===== src/assert_macros.svh =====
// Assertion macros used by the escape-time unit RTL.
`ifndef ASSERT_MACROS_SVH
`define ASSERT_MACROS_SVH
`ifndef SYNTH
// Same-cycle implication, held off during reset.
`define ASSERT_IMPLY(label, clk, rst, ante, cons) \
   label: assert property (@(posedge clk) disable iff (rst) (ante) |-> (cons)) \
      else $error("assertion failed");
// Next-cycle implication, held off during reset.
`define ASSERT_NEXT(label, clk, rst, ante, cons) \
   label: assert property (@(posedge clk) disable iff (rst) (ante) |=> (cons)) \
      else $error("assertion failed");
`else
`define ASSERT_IMPLY(label, clk, rst, ante, cons)
`define ASSERT_NEXT(label, clk, rst, ante, cons)
`endif
`endif


===== src/mbe_pkg.sv =====
// Package: widths, register indexes and item types of the escape-time unit.
package mbe_pkg;

   localparam int COORD_WIDTH   = 32;
   localparam int FRACTION_BITS = 24;
   localparam int LIMIT_WIDTH   = 16;
   localparam int RADIUS_WIDTH  = 4;

   // z before squaring never exceeds the radius, so it fits in this signed width
   localparam int Z_WIDTH    = FRACTION_BITS + RADIUS_WIDTH + 1;
   localparam int PROD_WIDTH = 2 * Z_WIDTH + 1;
   localparam int SHIFT_WIDTH = PROD_WIDTH - FRACTION_BITS;
   localparam int SUM_WIDTH  = ((SHIFT_WIDTH > COORD_WIDTH) ? SHIFT_WIDTH : COORD_WIDTH) + 1;

   localparam int CSR_INDEX_WIDTH = 1;
   localparam int CSR_DATA_WIDTH  = LIMIT_WIDTH;

   localparam logic [CSR_INDEX_WIDTH-1:0] CSR_ITERATION_LIMIT = 1'b0;
   localparam logic [CSR_INDEX_WIDTH-1:0] CSR_ESCAPE_RADIUS   = 1'b1;

   localparam logic [LIMIT_WIDTH-1:0]  RESET_LIMIT  = 16'd100;
   localparam logic [RADIUS_WIDTH-1:0] RESET_RADIUS = 4'd10;

   typedef struct packed {
      logic signed [COORD_WIDTH-1:0] c_real;
      logic signed [COORD_WIDTH-1:0] c_imag;
      logic                          frame_start;
   } mbe_req_type;

   typedef struct packed {
      logic [LIMIT_WIDTH-1:0] escape_count;
      logic                   escaped;
      logic [LIMIT_WIDTH-1:0] frame_max_count;
   } mbe_rsp_type;

endpackage


===== src/mandelbrot_escape_time_unit.sv =====
// Mandelbrot escape-time unit: iterates z = z*z + c through one shared multiplier.
//
// One point is taken at a time. Each iteration runs four steps: a z update
// with the component bound test, then zr*zr, zi*zi and zr*zi through the one
// signed multiplier; the two squares also give the |z|^2 test of the fresh z.
// A point ends when z escapes the radius or the iteration limit is reached,
// and a zero limit goes straight to the result. The unit returns to idle
// before the next point is taken, so the cost is set by the iteration limit
// and that four-step multiplier loop. The result sits in an output register,
// so the next point may start while it waits to be taken.
`include "assert_macros.svh"

module mandelbrot_escape_time_unit
   import mbe_pkg::*;
(
   input  logic                       clock,
   input  logic                       reset,
   input  logic                       req_valid,
   output logic                       req_stall,
   input  mbe_req_type                req_payload,
   output logic                       rsp_valid,
   input  logic                       rsp_stall,
   output mbe_rsp_type                rsp_payload,
   input  logic                       csr_write_enable,
   input  logic [CSR_INDEX_WIDTH-1:0] csr_index,
   input  logic [CSR_DATA_WIDTH-1:0]  csr_write_data
);

   typedef enum logic [2:0] {
      S_IDLE,
      S_UPD,
      S_RR,
      S_II,
      S_RI,
      S_DONE
   } state_type;

   state_type state_ff;

   logic [LIMIT_WIDTH-1:0]  limit_ff;
   logic [RADIUS_WIDTH-1:0] radius_ff;
   logic [LIMIT_WIDTH-1:0]  max_ff;

   logic signed [COORD_WIDTH-1:0] cr_ff, ci_ff;
   logic                          frame_ff;
   logic signed [Z_WIDTH-1:0]     zr_ff, zi_ff;
   logic signed [2*Z_WIDTH-1:0]   rr_ff, ii_ff, ri_ff;
   logic [LIMIT_WIDTH-1:0]        it_ff;
   logic [LIMIT_WIDTH-1:0]        count_ff;
   logic                          esc_ff;

   logic        rsp_valid_ff;
   mbe_rsp_type rsp_ff;

   // shared multiplier
   logic signed [Z_WIDTH-1:0]   mul_a, mul_b;
   logic signed [2*Z_WIDTH-1:0] mul_p;

   always_comb begin
      case (state_ff)
         S_RR: begin
            mul_a = zr_ff;
            mul_b = zr_ff;
         end
         S_II: begin
            mul_a = zi_ff;
            mul_b = zi_ff;
         end
         default: begin
            mul_a = zr_ff;
            mul_b = zi_ff;
         end
      endcase
   end

   assign mul_p = mul_a * mul_b;

   // z update: floor shift of the products, then add c
   logic signed [PROD_WIDTH-1:0] sq_re, sq_im, sh_re, sh_im;
   logic signed [SUM_WIDTH-1:0]  new_re, new_im, rad_fix;
   logic                         out_of_bound;

   assign sq_re  = PROD_WIDTH'(rr_ff) - PROD_WIDTH'(ii_ff);
   assign sq_im  = PROD_WIDTH'(ri_ff) <<< 1;
   assign sh_re  = sq_re >>> FRACTION_BITS;
   assign sh_im  = sq_im >>> FRACTION_BITS;
   assign new_re = SUM_WIDTH'(sh_re) + SUM_WIDTH'(cr_ff);
   assign new_im = SUM_WIDTH'(sh_im) + SUM_WIDTH'(ci_ff);
   assign rad_fix = signed'(SUM_WIDTH'({radius_ff, {FRACTION_BITS{1'b0}}}));
   assign out_of_bound = (new_re > rad_fix) || (new_re < -rad_fix) ||
                         (new_im > rad_fix) || (new_im < -rad_fix);

   // |z|^2 against radius^2
   logic [2*RADIUS_WIDTH-1:0] rad_sq_int;
   logic [2*Z_WIDTH:0]        mag_sq, rad_sq;
   logic                      mag_escape;

   assign rad_sq_int = {{RADIUS_WIDTH{1'b0}}, radius_ff} * {{RADIUS_WIDTH{1'b0}}, radius_ff};
   assign rad_sq     = (2*Z_WIDTH+1)'({rad_sq_int, {(2*FRACTION_BITS){1'b0}}});
   assign mag_sq     = {1'b0, rr_ff} + {1'b0, ii_ff};
   assign mag_escape = mag_sq > rad_sq;

   logic last_iter;
   assign last_iter = ((LIMIT_WIDTH+1)'(it_ff) + (LIMIT_WIDTH+1)'(1))
                      == (LIMIT_WIDTH+1)'(limit_ff);

   logic [LIMIT_WIDTH-1:0] max_base, max_new;
   assign max_base = frame_ff ? '0 : max_ff;
   assign max_new  = (count_ff > max_base) ? count_ff : max_base;

   logic req_accept;
   assign req_stall  = (state_ff != S_IDLE);
   assign req_accept = req_valid && !req_stall;

   always_ff @(posedge clock) begin
      if (reset) begin
         state_ff     <= S_IDLE;
         rsp_valid_ff <= 1'b0;
         max_ff       <= '0;
         limit_ff     <= RESET_LIMIT;
         radius_ff    <= RESET_RADIUS;
      end else begin
         if (csr_write_enable) begin
            case (csr_index)
               CSR_ITERATION_LIMIT: limit_ff  <= csr_write_data;
               CSR_ESCAPE_RADIUS:   radius_ff <= csr_write_data[RADIUS_WIDTH-1:0];
               default: ;
            endcase
         end

         // drop the result once taken, unless a fresh one replaces it
         if (rsp_valid_ff && !rsp_stall && (state_ff != S_DONE)) begin
            rsp_valid_ff <= 1'b0;
         end

         case (state_ff)
            S_IDLE: begin
               if (req_accept) begin
                  cr_ff    <= req_payload.c_real;
                  ci_ff    <= req_payload.c_imag;
                  frame_ff <= req_payload.frame_start;
                  rr_ff    <= '0;
                  ii_ff    <= '0;
                  ri_ff    <= '0;
                  it_ff    <= '0;
                  count_ff <= '0;
                  esc_ff   <= 1'b0;
                  state_ff <= (limit_ff == '0) ? S_DONE : S_UPD;
               end
            end
            S_UPD: begin
               if (out_of_bound) begin
                  count_ff <= it_ff;
                  esc_ff   <= 1'b1;
                  state_ff <= S_DONE;
               end else begin
                  zr_ff    <= Z_WIDTH'(new_re);
                  zi_ff    <= Z_WIDTH'(new_im);
                  state_ff <= S_RR;
               end
            end
            S_RR: begin
               rr_ff    <= mul_p;
               state_ff <= S_II;
            end
            S_II: begin
               ii_ff    <= mul_p;
               state_ff <= S_RI;
            end
            S_RI: begin
               ri_ff <= mul_p;
               if (mag_escape) begin
                  count_ff <= it_ff;
                  esc_ff   <= 1'b1;
                  state_ff <= S_DONE;
               end else if (last_iter) begin
                  state_ff <= S_DONE;
               end else begin
                  it_ff    <= it_ff + 1'b1;
                  state_ff <= S_UPD;
               end
            end
            S_DONE: begin
               // hold until the output register is free
               if (!rsp_valid_ff || !rsp_stall) begin
                  rsp_ff.escape_count    <= count_ff;
                  rsp_ff.escaped         <= esc_ff;
                  rsp_ff.frame_max_count <= max_new;
                  max_ff                 <= max_new;
                  rsp_valid_ff           <= 1'b1;
                  state_ff               <= S_IDLE;
               end
            end
            default: state_ff <= S_IDLE;
         endcase
      end
   end

   assign rsp_valid   = rsp_valid_ff;
   assign rsp_payload = rsp_ff;

   `ASSERT_NEXT(a_busy_after_accept, clock, reset, req_accept, state_ff != S_IDLE)
   `ASSERT_IMPLY(a_iter_in_range, clock, reset,
      (state_ff == S_UPD) || (state_ff == S_RR) || (state_ff == S_II) || (state_ff == S_RI),
      it_ff < limit_ff)
   `ASSERT_IMPLY(a_no_escape_zero, clock, reset, rsp_valid_ff && !rsp_ff.escaped,
      rsp_ff.escape_count == '0)
   `ASSERT_IMPLY(a_max_covers_count, clock, reset, rsp_valid_ff,
      rsp_ff.frame_max_count >= rsp_ff.escape_count)

endmodule


===== config.mk =====
export PLATFORM = sky130hd
export DESIGN_NAME = mandelbrot_escape_time_unit
export DESIGN_NICKNAME = d
export VERILOG_FILES = /design/src/mbe_pkg.sv /design/src/mandelbrot_escape_time_unit.sv
export VERILOG_INCLUDE_DIRS = /design/src /design/src/src
export SDC_FILE = /design/constraint.sdc
export NUM_CORES = 2
export LEC_CHECK = 0
export ABC_AREA = 1
export BUFFER_PORTS_ARGS = -buffer_cell sky130_fd_sc_hd__clkbuf_2
export CAP_MARGIN = 10
export CORE_MARGIN = 4
export CORE_UTILIZATION = 55
export DETAILED_ROUTE_END_ITERATION = 10
export GPL_TIMING_DRIVEN = 0
export PLACE_DENSITY = 0.71
export SLEW_MARGIN = 20
export SYNTH_ARGS = -nofsm -noshare
export SYNTH_HDL_FRONTEND = slang
export SYNTH_SLANG_ARGS = --single-unit

===== constraint.sdc =====
create_clock -name clock -period 13.6 [get_ports clock]
set_input_delay 0.68 -clock clock [delete_from_list [all_inputs] [get_ports clock]]
set_output_delay 0.68 -clock clock [all_outputs]
set_load 0.1 [all_outputs]

==> impl_results.md <==
* Setup TNS at 0 ps
* Final wirelength at approximately 210 mm
* Clock sinks at between 300 and 400
* Placed cell count at about 9,000
* Area delta synth->final at 7.30%
* IO buf count at ~120
* FMAX at ~85 MHz
* Post-synth EDFFs at between 300 and 400
* Aggregate global routing overflow at 0
* Detail Route Antenna Nets at 0
* Area leader, netlist: fa_1
* Post-Syn Area at 0.0602 mm2
* Row count at between 100 and 150
* Synth top area cells: fa_1 30%, edfxtp_1 17%, inv_1 11%
* Share of cells above drive strength 1 at just under 6%
* All-Layer GR Usage at roughly 37%
* Flops & latches, synth at 380
* Req. time, crit path at between 10,000 and 15,000 ps
* Crit Path Max Fanout at 10
* Post-layout min period at roughly 12,000 ps
* Ys flop type: edfxtp_1
* Async S/R FF share, synth at 0%
* Syn avg cell area at around 8 um2
* Final Hold Vio Count at 0
* Fraction of synthesized cell area taken by the top area cell type at 30.1%
* Iteration count of the initial detailed-routing pass at 6
* Gates resized, CTS repair at 0
* Critical path class: reg -> reg
* Syn Inst Count at around 7,700
* Unique masters post-synth at between 60 and 70
* Vias in the first global route at 51,600
* DRC Markers at 0
* RSZ-0062 raised after global routing: false
* Vias at around 50,000
* Max Slew Vio Count at 0
* Die Area at around 0.11 mm2
* Clock Latency Late Sink at ~640 ps
* Top cells by count, synth: 1,764 x inv_1, 1,759 x nand2_1, 950 x nor2_1, 905 x fa_1, 420 x ha_1
* H-tree levels at 2
* Max-cap viol count at 0
* DIE HEIGHT at ~340 um
* Core ar. at around 0.11 mm2
* Most numerous cell in the Yosys netlist: inv_1
* Slew HR at 11.5%
* Worst-Margin Slew at between 1000 and 1500 ps
* CTS root buffer: clkbuf_16
* Outcome: complete, no violations
* Iter 0 DRT Violations at roughly 4,400
* GPL Wtd Cong at 1.04
* Non-Filler Instances at a little over 9,000
* Die W at about 340 um
* Fill count at ~10,000
* Yosys synthesis warning count at 0
* Register area share after synthesis at approximately 18%
* Largest net degree at the start of global routing at 46
* Hold Path Class: in -> reg
* Routed len/inst at ~23 um
* Top Ports at 122
* Worst-path clk slew at around 60 ps
* Crit-path most repeated cell: fa_1
* Initial Util at a little under three fifths
* Setup Fix Bufs, Post-CTS at 0
* Final period util at between 80% and 90%
* Final Util at about three fifths
* Fin Clk Skew at about 37 ps
* DR vias/cell at about 5.5
* Final net count at approximately 9,300
* Global-route wire length before repair at about 320 mm
* Final setup viols at 0
* Crit. End Element: register
* Placed wire-length estimate at ~180 mm
* CTS tree: built
* Max stage delay on crit path at ~920 ps
* CTS Buffer Depth at 3
* Arr. time, crit path at roughly 12,000 ps
* CTS Buf Count at 45
* Initial antenna violation count at 9
* Slowest CP cell: nor2_1
* Hold_buf cts at 0
* Post-synthesis net count at just over 9,000
* Startpoint types: register
==> state kept, by name, summed over array words and instances (netlist names) <==
signal       cells
max_ff          16
radius_ff        4
ii_ff           58
zi_ff           29
frame_ff         1
cr_ff           32
esc_ff           1
rr_ff           58
rsp_valid        1
zr_ff           29
it_ff           16
count_ff        16
ci_ff           32
state_ff         3
rsp_payload     33
limit_ff        16
ri_ff           35
==> logic make-up after synthesis <==
logic type                 after synthesis  share of synthesized area (%)
buffers and inverters                 2011                           12.7
DFF                                    380                           18.3
xor gates and xnor gates               188                           2.77
and+or+nand+nor                       3108                           20.9
adders and majority gates             1325                           38.9
AOI/OAI and AO/OA                      679                           6.47
==> worst paths after layout <==
check,start,to,slack [ps],cells past startpoint
worst max register to register,state_ff[2]$_SDFFE_PP0P_,rr_ff[54]$_SDFFCE_PN0P_,1900,33
worst min-delay path,req_payload[15],ci_ff[14]$_DFFE_PP_,210,1
worst min register to register,limit_ff[1]$_SDFFE_PP0P_,limit_ff[1]$_SDFFE_PP0P_,480,2
worst max-delay path,state_ff[2]$_SDFFE_PP0P_,rr_ff[54]$_SDFFCE_PN0P_,1900,33
==> per-stage QoR <==
stage / hold slack (ps) / setup slack [ps] / instance area [um2]
floorplan: 400 / 4600 / 60200
global placement: 451 / 470 / 62500
detailed placement: 449 / 2040 / 63000
CTS: 177 / 2020 / 64500
global route: 184 / 1700 / 64500
finish: 209 / 1900 / 64500
==> layout make-up <==
type | count | area, um2 | share of cell area [%]
repair buffers | 143 | 922 | 1.43
plain buffers | 201 | 838 | 1.30
multi-input cells | 5300 | 41700 | 64.6
well taps | 1414 | 1770 | 2.74
clock inverters | 31 | 334 | 0.518
flip-flops and latches | 380 | 11000 | 17.1
diodes | 5 | 12.5 | 0.0194
inverters | 1810 | 6800 | 10.5
clock buffers | 52 | 1160 | 1.80
==> metal layers <==
metal	up-vias	track usage, %	part of all wire, %
met3	494	6.69	8.8
met5	-	0	0
met2	2277	58.5	45
met4	0	17.1	5.7
li1	23500	-	-
met1	25200	48.6	40
==> cell usage in the layout, fill, tap and decap left out, types with 12 or more instances in the layout <==
cell type and instances:
o21ai_1 16, xor2_1 123, nor3_1 34, buf_2 42
xnor2_2 12, o21ai_0 153, nor4_1 21, nand3_1 159
o21bai_1 37, nor2_2 54, inv_1 1762, clkbuf_2 122
a21oi_2 20, inv_2 28, a31oi_1 33, fa_1 904
o21a_1 13, clkbuf_16 45, nor3_2 14, edfxtp_1 340
nor2_1 937, a21oi_1 341, xnor2_1 50, dfxtp_1 40
clkbuf_1 151, nand3_2 13, clkinv_1 24, nand2_2 24
nand4_1 56, nand2_1 1759, ha_1 419
==> critical path, delay by kind of cell (launching register included) <==
kind | cells | cell delay (ps)
fa+ha+maj | 9 | 4710
simple gates | 9 | 1910
buf+inv | 6 | 1800
compound gates | 8 | 1750
xor+xnor | 1 | 830
flops | 1 | 350
Power is not shown: default switching activity piles up to over one toggle a cycle in this logic, so the estimate is an artifact.
